==> config.mk <==
export PLATFORM = sky130hd
export DESIGN_NAME = order_preserving_key_encoder
export DESIGN_NICKNAME = d
export VERILOG_FILES = /design/src/hw/rtl/opk_pkg.sv /design/src/hw/rtl/order_preserving_key_encoder.sv /design/src/hw/rtl/opk_front.sv /design/src/hw/rtl/opk_queue.sv /design/src/hw/rtl/opk_back.sv
export SDC_FILE = /design/constraint.sdc
export NUM_CORES = 1
export LEC_CHECK = 0
export BUFFER_PORTS_ARGS = -buffer_cell sky130_fd_sc_hd__buf_2
export CAP_MARGIN = 25
export CORE_ASPECT_RATIO = 1.25
export CORE_MARGIN = 8
export CORE_UTILIZATION = 30
export DETAILED_ROUTE_END_ITERATION = 6
export MAX_ROUTING_LAYER = met4
export PLACE_DENSITY = 0.54
export REMOVE_ABC_BUFFERS = 1
export SLEW_MARGIN = 20
export SYNTH_ARGS = -nofsm -noshare
export SYNTH_HDL_FRONTEND = slang
export SYNTH_SLANG_ARGS = --single-unit
==> constraint.sdc <==
create_clock -name clk -period 22.9 [get_ports clk]
set_input_delay 4.58 -clock clk [delete_from_list [all_inputs] [get_ports clk]]
set_output_delay 4.58 -clock clk [all_outputs]
set_load 0.005 [all_outputs]
==> src/hw/rtl/opk_pkg.sv <==
// ----------------------------------------------------------------------------
// opk_pkg: shared types and constants of the order preserving key encoder
// Request, result and internal job formats, key type codes, widths.
// ----------------------------------------------------------------------------
package opk_pkg;

  localparam int KEY_TYPE_W = 4;
  localparam int WORD_W     = 128;
  localparam int BYTE_W     = 8;
  localparam int NBYTES_W   = 5;   // holds 0..16 bytes per job
  localparam int QUEUE_DEPTH_DEF = 2;

  typedef logic [KEY_TYPE_W-1:0] key_type_t;
  typedef logic [NBYTES_W-1:0]   nbytes_t;

  localparam key_type_t KT_UINT8   = 4'd0;
  localparam key_type_t KT_UINT16  = 4'd1;
  localparam key_type_t KT_UINT32  = 4'd2;
  localparam key_type_t KT_UINT64  = 4'd3;
  localparam key_type_t KT_INT8    = 4'd4;
  localparam key_type_t KT_INT16   = 4'd5;
  localparam key_type_t KT_INT32   = 4'd6;
  localparam key_type_t KT_INT64   = 4'd7;
  localparam key_type_t KT_UINT128 = 4'd8;
  localparam key_type_t KT_INT128  = 4'd9;
  localparam key_type_t KT_FLOAT   = 4'd10;
  localparam key_type_t KT_DOUBLE  = 4'd11;
  localparam key_type_t KT_STRING  = 4'd12;
  localparam key_type_t KT_BOOL    = 4'd13;

  localparam key_type_t KEY_TYPE_RESET = KT_UINT64;

  typedef struct packed {
    logic [63:0] value_low;
    logic [63:0] value_high;
    logic [7:0]  char_byte;
    logic        char_valid;
    logic        string_end;
    logic        key_null;
  } request_t;

  typedef struct packed {
    logic [7:0] out_byte;
    logic       key_last;
    logic       key_empty;
  } result_t;

  // One classified key: bytes packed from the top of word, most significant first.
  typedef struct packed {
    logic [WORD_W-1:0] word;
    nbytes_t           nbytes;
    logic              last_en;
    logic              empty;
  } job_t;

  typedef struct packed {
    logic full;
    logic empty;
  } qstat_t;

endpackage

==> src/hw/rtl/order_preserving_key_encoder.sv <==
// ----------------------------------------------------------------------------
// order_preserving_key_encoder: typed key to order-preserving byte string
// Top level: key type register, classifier, job queue and byte serializer.
// ----------------------------------------------------------------------------
// Usage:
//   Requests enter through push/full; a request is taken on a clock edge with
//   push high and full low. Results leave as a queue: while empty is low the
//   oldest byte sits on result, and pop high takes it.
//   cfg_we/cfg_data write the key type; write it only while the block is idle.
//   Each request becomes a run of result bytes: 1 to 16 for fixed types
//   (key_last on the final one), 0 to 3 for string items (key_last only on the
//   terminator), one byte with key_empty for a null key. Unknown types and
//   empty non-final string items give nothing.
// Timing:
//   A request's first byte reaches result through a queue write and then a
//   serializer load, and can be popped at the next edge.
//   The serializer sends one byte per cycle while the receiver pops, and
//   loads the next job in the cycle its last byte is taken.
//   The job queue (QUEUE_DEPTH entries) lets requests keep arriving while the
//   receiver stalls; full rises when it fills and no byte is lost.
// Reset: rst (synchronous) empties the queue and serializer and sets the key
//   type to uint64.
// ----------------------------------------------------------------------------
module order_preserving_key_encoder #(
  parameter int QUEUE_DEPTH = opk_pkg::QUEUE_DEPTH_DEF
) (
  input  logic               clk,
  input  logic               rst,
  input  logic               push,
  output logic               full,
  input  opk_pkg::request_t  request,
  output logic               empty,
  input  logic               pop,
  output opk_pkg::result_t   result,
  input  logic               cfg_we,
  input  opk_pkg::key_type_t cfg_data
);

  opk_pkg::key_type_t key_type;
  opk_pkg::qstat_t    qstat;
  opk_pkg::job_t      front_job;
  opk_pkg::job_t      queue_job;
  logic               q_push;
  logic               q_pop;

  // Hold the key type until the next configuration write.
  always_ff @(posedge clk) begin
    if (rst) begin
      key_type <= opk_pkg::KEY_TYPE_RESET;
    end else if (cfg_we) begin
      key_type <= cfg_data;
    end
  end

  // Accept whenever the job queue has room; nothing else holds back a request.
  assign full = qstat.full;

  // Classify the request into encoded bytes and flags.
  opk_front u_front (
    .key_type (key_type),
    .push     (push),
    .request  (request),
    .qstat    (qstat),
    .q_push   (q_push),
    .job      (front_job)
  );

  // Decouple classification from serialization.
  opk_queue #(
    .DEPTH (QUEUE_DEPTH)
  ) u_queue (
    .clk     (clk),
    .rst     (rst),
    .push    (q_push),
    .wr_data (front_job),
    .pop     (q_pop),
    .rd_data (queue_job),
    .qstat   (qstat)
  );

  // Shift bytes out, advancing only when the receiver pops.
  opk_back u_back (
    .clk    (clk),
    .rst    (rst),
    .job    (queue_job),
    .qstat  (qstat),
    .q_pop  (q_pop),
    .pop    (pop),
    .empty  (empty),
    .result (result)
  );

endmodule

==> src/hw/rtl/opk_front.sv <==
// ----------------------------------------------------------------------------
// opk_front: request classifier
// Turns one request into a job: the encoded bytes, their count and flags.
// ----------------------------------------------------------------------------
module opk_front (
  input  opk_pkg::key_type_t key_type,
  input  logic               push,
  input  opk_pkg::request_t  request,
  input  opk_pkg::qstat_t    qstat,
  output logic               q_push,
  output opk_pkg::job_t      job
);

  logic flip;
  logic pre;
  logic [63:0] lo;
  logic [63:0] hi;

  assign lo = request.value_low;
  assign hi = request.value_high;

  always_comb begin
    job         = '0;
    job.last_en = 1'b1;
    flip        = (key_type >= opk_pkg::KT_INT8);
    pre         = request.char_valid && (request.char_byte <= 8'd1);
    if (request.key_null) begin
      job.nbytes = opk_pkg::nbytes_t'(1);
      job.empty  = 1'b1;
    end else begin
      case (key_type)
        opk_pkg::KT_UINT8, opk_pkg::KT_INT8: begin
          job.word[127:120] = lo[7:0] ^ {flip, 7'b0};
          job.nbytes        = opk_pkg::nbytes_t'(1);
        end
        opk_pkg::KT_UINT16, opk_pkg::KT_INT16: begin
          job.word[127:112] = lo[15:0] ^ {flip, 15'b0};
          job.nbytes        = opk_pkg::nbytes_t'(2);
        end
        opk_pkg::KT_UINT32, opk_pkg::KT_INT32: begin
          job.word[127:96] = lo[31:0] ^ {flip, 31'b0};
          job.nbytes       = opk_pkg::nbytes_t'(4);
        end
        opk_pkg::KT_UINT64, opk_pkg::KT_INT64: begin
          job.word[127:64] = lo ^ {flip, 63'b0};
          job.nbytes       = opk_pkg::nbytes_t'(8);
        end
        opk_pkg::KT_UINT128, opk_pkg::KT_INT128: begin
          job.word   = {hi ^ {(key_type == opk_pkg::KT_INT128), 63'b0}, lo};
          job.nbytes = opk_pkg::nbytes_t'(16);
        end
        opk_pkg::KT_FLOAT: begin
          job.word[127:96] = lo[31] ? ~lo[31:0] : {1'b1, lo[30:0]};
          job.nbytes       = opk_pkg::nbytes_t'(4);
        end
        opk_pkg::KT_DOUBLE: begin
          job.word[127:64] = lo[63] ? ~lo : {1'b1, lo[62:0]};
          job.nbytes       = opk_pkg::nbytes_t'(8);
        end
        opk_pkg::KT_STRING: begin
          // escape byte, character, terminator; the terminator is zero already
          if (pre) begin
            job.word[127:104] = {8'd1, request.char_byte, 8'd0};
          end else if (request.char_valid) begin
            job.word[127:104] = {request.char_byte, 16'd0};
          end
          job.nbytes  = opk_pkg::nbytes_t'(pre) + opk_pkg::nbytes_t'(request.char_valid)
                      + opk_pkg::nbytes_t'(request.string_end);
          job.last_en = request.string_end;
        end
        opk_pkg::KT_BOOL: begin
          job.word[127:120] = {7'b0, |lo};
          job.nbytes        = opk_pkg::nbytes_t'(1);
        end
        default: begin
          job.nbytes = '0;
        end
      endcase
    end
  end

  // drop requests that encode to nothing
  assign q_push = push && !qstat.full && (job.nbytes != '0);

endmodule

==> src/hw/rtl/opk_queue.sv <==
// ----------------------------------------------------------------------------
// opk_queue: job queue
// Short first-in first-out store between the classifier and the serializer.
// ----------------------------------------------------------------------------
module opk_queue #(
  parameter int DEPTH = opk_pkg::QUEUE_DEPTH_DEF
) (
  input  logic            clk,
  input  logic            rst,
  input  logic            push,
  input  opk_pkg::job_t   wr_data,
  input  logic            pop,
  output opk_pkg::job_t   rd_data,
  output opk_pkg::qstat_t qstat
);

  localparam int PTR_W = (DEPTH > 1) ? $clog2(DEPTH) : 1;
  localparam int CNT_W = $clog2(DEPTH + 1);

  opk_pkg::job_t mem [DEPTH];
  logic [PTR_W-1:0] wr_ptr;
  logic [PTR_W-1:0] rd_ptr;
  logic [CNT_W-1:0] count;

  assign qstat.full  = (count == CNT_W'(DEPTH));
  assign qstat.empty = (count == '0);
  assign rd_data     = mem[rd_ptr];

  always_ff @(posedge clk) begin
    if (push) begin
      mem[wr_ptr] <= wr_data;
    end
  end

  always_ff @(posedge clk) begin
    if (rst) begin
      wr_ptr <= '0;
      rd_ptr <= '0;
      count  <= '0;
    end else begin
      if (push) begin
        wr_ptr <= (wr_ptr == PTR_W'(DEPTH - 1)) ? '0 : wr_ptr + 1'b1;
      end
      if (pop) begin
        rd_ptr <= (rd_ptr == PTR_W'(DEPTH - 1)) ? '0 : rd_ptr + 1'b1;
      end
      if (push && !pop) begin
        count <= count + 1'b1;
      end else if (pop && !push) begin
        count <= count - 1'b1;
      end
    end
  end

`ifndef SYNTHESIS
  a_no_overflow: assert property (@(posedge clk) disable iff (rst)
    !(push && qstat.full && !pop))
    else $error("job queue written while full");
  a_no_underflow: assert property (@(posedge clk) disable iff (rst)
    !(pop && qstat.empty))
    else $error("job queue read while empty");
`endif

endmodule

==> src/hw/rtl/opk_back.sv <==
// ----------------------------------------------------------------------------
// opk_back: byte serializer
// Loads one job at a time and shifts its bytes out, one per accepted result.
// ----------------------------------------------------------------------------
module opk_back (
  input  logic            clk,
  input  logic            rst,
  input  opk_pkg::job_t   job,
  input  opk_pkg::qstat_t qstat,
  output logic            q_pop,
  input  logic            pop,
  output logic            empty,
  output opk_pkg::result_t result
);

  logic                           busy;
  logic [opk_pkg::WORD_W-1:0]     word;
  opk_pkg::nbytes_t               remain;
  logic                           last_en;
  logic                           key_empty;
  logic                           take;
  logic                           final_byte;

  assign empty      = !busy;
  assign take       = pop && busy;
  assign final_byte = (remain == opk_pkg::nbytes_t'(1));
  assign q_pop      = !qstat.empty && (!busy || (take && final_byte));

  assign result.out_byte  = word[opk_pkg::WORD_W-1 -: opk_pkg::BYTE_W];
  assign result.key_last  = final_byte && last_en;
  assign result.key_empty = key_empty;

  always_ff @(posedge clk) begin
    if (rst) begin
      busy <= 1'b0;
    end else if (q_pop) begin
      busy <= 1'b1;
    end else if (take && final_byte) begin
      busy <= 1'b0;
    end
  end

  always_ff @(posedge clk) begin
    if (q_pop) begin
      word      <= job.word;
      remain    <= job.nbytes;
      last_en   <= job.last_en;
      key_empty <= job.empty;
    end else if (take) begin
      word   <= {word[opk_pkg::WORD_W-opk_pkg::BYTE_W-1:0], {opk_pkg::BYTE_W{1'b0}}};
      remain <= remain - opk_pkg::nbytes_t'(1);
    end
  end

`ifndef SYNTHESIS
  a_busy_has_bytes: assert property (@(posedge clk) disable iff (rst)
    busy |-> (remain != '0))
    else $error("serializer busy with no bytes left");
  a_empty_key_last: assert property (@(posedge clk) disable iff (rst)
    (busy && key_empty) |-> result.key_last)
    else $error("empty-key result without key_last");
`endif

endmodule

# [Yosys cells after proc, flatten, opt, wreduce, memory -nomap -nowiden]
# Memories as Yosys holds them, arrays and structs flattened. A register that Yosys moved wholly into a read port is not among the register bits.
# Index checks and enable logic that the tools add are counted.
# Widths: inputs -> output; s select.
[totals] regBits=144 ramBits=270 in_bits=148 word_cells=101 n_memories=1
[memory_table] memory="u_queue.mem" depth=2 width=135 read_ports=1 rd_clocked_by_memory_dff=1 wr=1 line="opk_queue.sv:20" text="opk_pkg::job_t mem [DEPTH];"
[op_classes] n_addsub=7 order_cmp=2 n_eq_ne=15 muxes=30 n_bitwise=7 n_reduce_logical=30
[op_table] op="$mux 128" count=3
[op_table] op="$mux 64" count=2
[op_table] op="$xor 64x64->64" count=2
[op_table] op="$pmux 32 s3" count=1
[op_table] op="$pmux 8 s9" count=1
[op_table] op="$not 64->64" count=1
[op_table] op="$reduce_or 64->1" count=1
[op_table] op="$pmux 8 s7" count=1
[op_table] op="$mux 24" count=2
[op_table] op="$pmux 8 s6" count=1
[op_table] op="$pmux 8 s5" count=1
[op_table] op="$mux 32" count=1
[op_table] op="$not 32->32" count=1
[op_table] op="$xor 32x32->32" count=1
[op_table] op="$pmux 5 s6" count=1
[op_table] op="$eq 4x4->1 const B" count=6
[op_table] op="$eq 4x3->1 const B" count=4
[op_table] op="$xor 16x16->16" count=1
[op_table] op="$mux 5" count=3
[op_table] op="$mux 1" count=11
[op_table] op="$reduce_or 2->1" count=5
[op_table] op="$logic_and 1x1->1" count=9
[op_table] op="$reduce_or 3->1" count=3
[op_table] op="$eq 4x2->1 const B" count=2
[op_table] op="19 further kinds" count=27

# [Logic depth before layout (Yosys ltp)]
# Gate-level depths: netlist of run 1.
[depth] word_depth=12 ltp_mapped=13 ltp_nobuf=13

# [Cells and area by module]
# A second synthesis of run 1 with hierarchy kept.
[hier_totals] cells_unflattened=1194 hier_area_um2=19002.0
[by_module_without_submodules] module="opk_queue" instances=1 cells_per_inst=442 area_each_um2=10139.7 seq_area_each_um2=8207.9
[by_module_without_submodules] module="opk_back" instances=1 cells_per_inst=313 area_each_um2=5860.6 seq_area_each_um2=4073.9
[by_module_without_submodules] module="opk_front" instances=1 cells_per_inst=427 area_each_um2=2864.0 seq_area_each_um2=0.0
[by_module_without_submodules] module="order_preserving_key_encoder" instances=1 cells_per_inst=12 area_each_um2=137.6 seq_area_each_um2=80.1

# [Least setup slack after synthesis of run 1]
# No wires, ideal clock.
[synth_timing] kind="input to register" start="input port request[10] (netlist name)" end="memory u_queue.mem[0][0] (netlist name), enable pin" setup_time_ns=0.647 arrival_ns=12.808 slack_ns=9.445 cell_stages=10 path_cell_list="or4_1 -> nor4_1 -> nor2b_1 -> ha_1 -> ha_1 -> nand4b_4 -> a211oi_4 -> nor2_2 -> a311oi_4 -> nor2b_1"
[synth_lines] item="from (decl)" line="order_preserving_key_encoder.sv:31" text="input opk_pkg::request_t request,"
[synth_lines] item="to (decl)" line="opk_queue.sv:20"

==> results of run 1 <==
[layout make-up]
class	count	area (sq um)	area share (%)
Sequential cell	415	12370	58.80
Tap cell	765	957.2	4.551
Antenna cell	4	10.01	0.04760
Clock inverter	25	231.5	1.101
Multi-Input combinational cell	848	5280	25.11
Clock buffer	55	1141	5.426
Inverter	11	46.29	0.2201
Timing Repair Buffer	180	998.5	4.748
[critical path, delay by kind of cell]
family / cells / cell delay [ns]
adders and majority gates: 2 / 0.53
buffers and inverters: 3 / 1.59
and+or+nand+nor: 6 / 1.89
AOI/OAI and AO/OA: 2 / 0.70
[power by group through the flow]
stage | logic (mW) | registers, mW | clock network [mW]
after detailed placement | 0.577 | 1.21 | 0
after floorplan | 0.393 | 1.23 | 0
after global routing | 0.632 | 1.21 | 0.733
after CTS | 0.579 | 1.20 | 0.706
final | 0.569 | 1.19 | 0.690
after global placement | 0.554 | 1.21 | 0
[layer usage]
metal / global-route usage (%) / up-vias
met5: - / -
met4: 4.189 / 0
met3: 2.628 / 73
met2: 24.46 / 358
met1: 19.93 / 5892
li1: - / 5415
[how the worst max path moves through the flow]
| stage | to | slack, ns | depth (start not counted) |
|---|---|---|---|
| 2_1_floorplan | u_queue.mem[0][0] | 9.43 | 10 |
| 3_3_place_gp | u_queue.mem[1][55] | 13.21 | 13 |
| 3_5_place_dp | u_queue.mem[1][18] | 13.11 | 13 |
| 4_1_cts | u_queue.mem[1][11] | 13.69 | 13 |
| 5_1_grt | u_queue.mem[1][48] | 13.47 | 13 |
| 6_report | u_queue.mem[1][11] | 13.73 | 13 |
[stage by stage]
stage | power, mW | util (%) | std cells | area, sq um
floorplan | 1.626 | - | 1274 | 17640
global placement | 1.762 | 32.83 | 2216 | 19590
detailed placement | 1.785 | 32.92 | 2219 | 19650
CTS | 2.481 | 35.22 | 2299 | 21020
global route | 2.578 | 35.23 | 2302 | 21030
finish | 2.453 | 35.24 | 2303 | 21030
[registers in the layout (all words and copies together), names as in the netlist, named ones only]
name / count
u_back.busy: 1
u_queue.rd_ptr: 1
u_back.remain: 5
key_type: 4
u_back.key_empty: 1
u_back.word: 128
u_queue.wr_ptr: 1
u_back.last_en: 1
u_queue.mem: 270
u_queue.count: 2
[cells in the mapped netlist, drive strengths merged, types with 2 or more instances]
master	number
edfxtp	405
nor2	242
a21oi	158
mux2i	138
and2	68
buf	54
a221oi	49
clkbuf	47
nand2	45
o21ai	36
nor4	14
inv	11
nor2b	11
a22oi	10
dfxtp	10
a31oi	7
a41oi	7
ha	7
a222oi	6
mux2	5
nand4	5
xor2	4
a211oi	3
nand3	3
nor3	3
nor4b	3
xnor2	3
a211o	2
and3	2
nand4b	2
or3	2
or4	2
[cells by family after synthesis]
group / Yosys count / share of synthesized area, %
multiplexers: 144 / 8.073
XOR/XNOR: 7 / 0.3381
flip-flops: 415 / 68.17
AO/OA/AOI/OAI: 285 / 9.832
AND/OR/NAND/NOR: 405 / 10.16
buffers and inverters: 112 / 2.946
adder cells (fa/ha/maj): 7 / 0.4830
==> results.md, run 1 <==
- Logic pwr share: ~23%
- Commonest non-fill, non-tap cell in the layout: edfxtp_1
- Clk pwr share: 28.1%
- DR WL/cell: ~23 um
- CTS hold repair buffers: 0
- Synthesized flop and latch total: 415
- CTS tree: done
- Min-delay worst type: flop to flop
- Initial drt markers: 935
- Worst clock skew: 0.02105 ns
- Number of buffers created by CTS: between 40 and 50
- Warnings from Yosys: 0
- TritonCTS Sinks: around 420
- Post-synth top area cell: edfxtp_1
- Worst slew margin: 34.27%
- Tmin final: 9.166 ns
- Sequential area share after synthesis: approximately two thirds
- Chip Width: approximately 240 um
- Kind of critical path: input pin to flop
- Final RePlAce weighted congestion: 0.8070
- Detail Route met3 WL: between 2000 and 3000 um
- Setup repair bufs after CTS: 0
- Reg power frac: 48.7%
- Nets: 1654
- End of the worst hold path: u_back.busy
- VDD IR max: around 65 uV
- MaxCap Viol Count: 0
- Cells after synthesis: around 1400
- Gr usage total: 15.29%
- Top FF cell, synth: edfxtp_1
- Slew at the pin closest to its max-slew limit: 0.9859 ns
- Area grow syn2layout: 15.97%
- Port bufs: 159
- R2r endpoint: u_queue.mem[1][11]
- Die Span Y: 290.9 um
- Largest net degree at the start of global routing: ~140
- Post-cts sizing count: 0
- Wl on met1: 23490 um
- First-pass GRT wire length: 77440 um
- Hold WS: 0.5108 ns
- Top Layer Used: met4
- DRT Pass-1 Iters: 5
- DR DRC count: 0
- Post-synth cell types: 57
- Hold_sp: u_back.busy
- Worst-path clk slew: roughly 0.06 ns
- Psw: 0.7391 mW
- RR Startpoint: key_type[1]
- Worst-skew pair later-pin latency: 0.56 ns
- Async SR Flop Fraction: 0%
- Crit path launch type: input pin
- Antenna violations before repair: 5
- Max incr delay on CP: 0.76 ns
- Worst Setup End Kind: flop
- Register-to-Register Path Depth: 7
- Share of post-route cells with drive strength above 1: 17.14%
- IO Pins: 160
- Fill cells: 5744
- Routed wl met2: around 25000 um
- Vias in the first global route: 11680
- Status: completed
- Max Freq: 0.1091 GHz
- Avg Vias per Cell: 5.097
- Most frequent cells in the layout: edfxtp_1, nor2_1, buf_2
- Mapped Avg Cell Area: 13.19 sq um
- Post-synth top area share: 67.07%
- Vias post-DR: 11740
- Sw Ratio: a little under a third
- Clock Path Buffers: 3
- # setup viols final: 0
- Pre-CTS setup slack: 13.11 ns
- Final Hold Vio Count: 0
- Post-synth EDFFs: 405
- CTS HTree Levels: 2
- Crit path max fanout: 52
- Power density over the cells: 116.6 nW/um^2
- Setup repair after global routing missed its margin: false
- DRT Wirelength: 52700 um
- WHS Path Cells: 2
- CP arrival: 9.33 ns
- Clock Root Buffer: clkbuf_16
- Internal power: 1.714 mW
- Flop-to-flop setup slack: 18.38 ns
- Remaining global-route overflow: 0
- Slowest cell on the critical path: buf_4
- Num rows: 100
- Core box area: slightly below 60000 sq um
- Post-DP HPWL: 33670 um
- Die area: roughly 70000 sq um
- Leak pwr: 7.251 nW
- Final setup margin: 13.73 ns
- Initial core utilization: between 30% and 40%
- Mapped cell area: ~18000 sq um
- Slew Limit Fails: 0
- DRT antenna net count: 0
- Total negative slack: 0 ns
- Synth area leaders: edfxtp_1, mux2i_1, nor2_1
- WP data required: 23.07 ns
- Crit share post-route: 40.03%
- Critical path, cell by cell: buf_2, or4_1, nor4_1, nor2b_1, ha_1, ha_1, nand4b_4, a211oi_4, nor2_2, a311oi_4, and2_4, buf_4, buf_4
- CP Launch Point: request[10]
No activity file was read; power rests on OpenSTA's default activity.
==> run 2: changes to the inputs <==
==> constraint.sdc (replaced) <==
create_clock -name clk -period 8.7 [get_ports clk]
set_input_delay 1.74 -clock clk [delete_from_list [all_inputs] [get_ports clk]]
set_output_delay 1.74 -clock clk [all_outputs]
set_load 0.005 [all_outputs]
==> results.md, run 2 (synthesis results as in run 1) <==
- Die Span Y: 290.9 um
- Clock Path Buffers: 3
- MaxCap Viol Count: 0
- Number of buffers created by CTS: 42
- Clock Root Buffer: clkbuf_16
- Final Hold Vio Count: 0
- Power density over the cells: 302.8 nW/um^2
- Critical path's top delay family: simple AND/OR/NAND/NOR gates
- Vias in the first global route: roughly 12000
- Reg with most FFs: u_queue.mem
- IO Pins: 160
- Hold WS: roughly 0.51 ns
- # setup viols final: 0
- Worst clock skew: approximately 0.011 ns
- Final Non-Filler Cells: 2304
- Num rows: 100
- CTS hold repair buffers: 0
- Min-delay worst type: flop to flop
- CP Buf/Inv Count: 2
- Tmin final: 5.640 ns
- Worst-skew pair later-pin latency: ~0.54 ns
- Sw Ratio: between 30% and 40%
- DR DRC count: 0
- Worst Setup End Kind: flop
- VDD IR max: 173.6 uV
- Port bufs: 159
- Chip Width: roughly 240 um
- Most Frequent Cell on Critical Path: ha_1
- Most frequent cells in the layout: edfxtp_1, nor2_1, buf_2
- Clk pwr share: 27.4%
- Reg power frac: 49.5%
- Final RePlAce weighted congestion: around 0.82
- Post-DP HPWL: 33820 um
- Nets: 1653
- Largest net degree at the start of global routing: approximately 150
- Setup repair after global routing missed its margin: false
- Internal power: 4.435 mW
- Slew at the pin closest to its max-slew limit: 1.017 ns
- Share of post-route cells with drive strength above 1: 17.37%
- CP arrival: 5.81 ns
- Setup repair bufs after CTS: 0
- Placed insts: 2218
- Crit path launch type: input pin
- Post-cts sizing count: 0
- Regs by FF count: u_queue.mem (270), u_back.word (128), u_back.remain (5)
- Worst slew margin: between 30% and 40%
- DRT Pass-1 Iters: 6
- Initial drt markers: 883
- Die area: 68620 sq um
- TritonCTS Sinks: 415
- First-pass GRT wire length: 76470 um
- Psw: 1.918 mW
- Antenna violations before repair: 8
- Status: completed
- Worst-path clk slew: around 0.06 ns
- Crit share post-route: 64.83%
- WP data required: between 8 and 9 ns
- Final setup margin: 3.060 ns
- Leak pwr: 7.240 nW
- Max incr delay on CP: 0.82 ns
- Vias post-DR: 11660
- Slew Limit Fails: 0
- Commonest non-fill, non-tap cell in the layout: edfxtp_1
- Kind of critical path: input pin to flop
- Remaining global-route overflow: 0
- Gr usage total: roughly 15%
- Crit path max fanout: 80
- Logic pwr share: 23.1%
- Critical path, cell by cell: buf_2, or4_1, nor4_1, nor2b_1, ha_1, ha_1, nand4b_4, a211oi_4, nor2_2, a311oi_4, nor2b_4, buf_12
- Slowest cell on the critical path: nor2b_4
- DR WL/cell: 22.80 um
- Pre-CTS setup slack: approximately 2.5 ns
- DRT Wirelength: between 50000 and 60000 um
- CTS tree: done
- CTS HTree Levels: 2
- DRT antenna net count: 0
- Max Freq: 0.1773 GHz
- Initial core utilization: 30.38%
- Area grow syn2layout: 15.70%
- Core box area: 59680 sq um
- Largest register FFs: 270
- Avg Vias per Cell: 5.059
[run 2: cell type report]
cell class / count / area [sq um]
diodes: 8 / 20.02
clock buffers: 50 / 1122
clock inverters: 27 / 188.9
fillers: 5771 / 38700
inverters: 11 / 48.80
multi-input cells: 848 / 5280
flip-flops and latches: 415 / 12370
well taps: 765 / 957.2
repair buffers: 180 / 998.5
[run 2: path summary, 6_finish.rpt]
check / startpoint / to / slack (ns) / depth (start not counted)
min: u_back.busy / u_back.busy / 0.51 / 2
max reg2reg: key_type[1] / u_queue.mem[0][74] / 4.99 / 6
max: request[10] / u_queue.mem[0][74] / 3.06 / 12
min reg2reg: u_back.busy / u_back.busy / 0.51 / 2
[run 2: metrics by stage]
| stage | total power [mW] | instance area (sq um) | util (%) | setup TNS, ns |
|---|---|---|---|---|
| after floorplan | 4.281 | 17640 | - | -260.03 |
| after global placement | 4.629 | 19610 | 32.86 | 0 |
| after detailed placement | 4.668 | 19620 | 32.87 | 0 |
| after CTS | 6.412 | 20930 | 35.07 | 0 |
| after global routing | 6.684 | 20980 | 35.15 | 0 |
| final | 6.353 | 20980 | 35.16 | 0 |
[run 2: per-layer routing]
layer	wire length, um	up-vias	global-route usage, %	part of all wire (%)
met5	0	-	-	0
met4	1259	0	4.341	2.4
met3	3990	67	3.508	7.6
met2	24650	374	23.80	47
met1	22630	5791	19.56	43
li1	-	5424	-	-
[run 2: power groups by stage]
stage | Combinational, mW | Sequential, mW | Clock [mW]
global route | 1.64 | 3.20 | 1.85
finish | 1.46 | 3.14 | 1.74
detailed placement | 1.48 | 3.19 | 0
floorplan | 1.03 | 3.25 | 0
CTS | 1.48 | 3.15 | 1.78
global placement | 1.45 | 3.18 | 0
[run 2: tightest hold or removal path, delay by kind of cell, from the launching register on]
family             cells  cell delay [ns]
DFF                    1             0.33
and+or+nand+nor        1             0.08
AOI/OAI and AO/OA      1             0.06
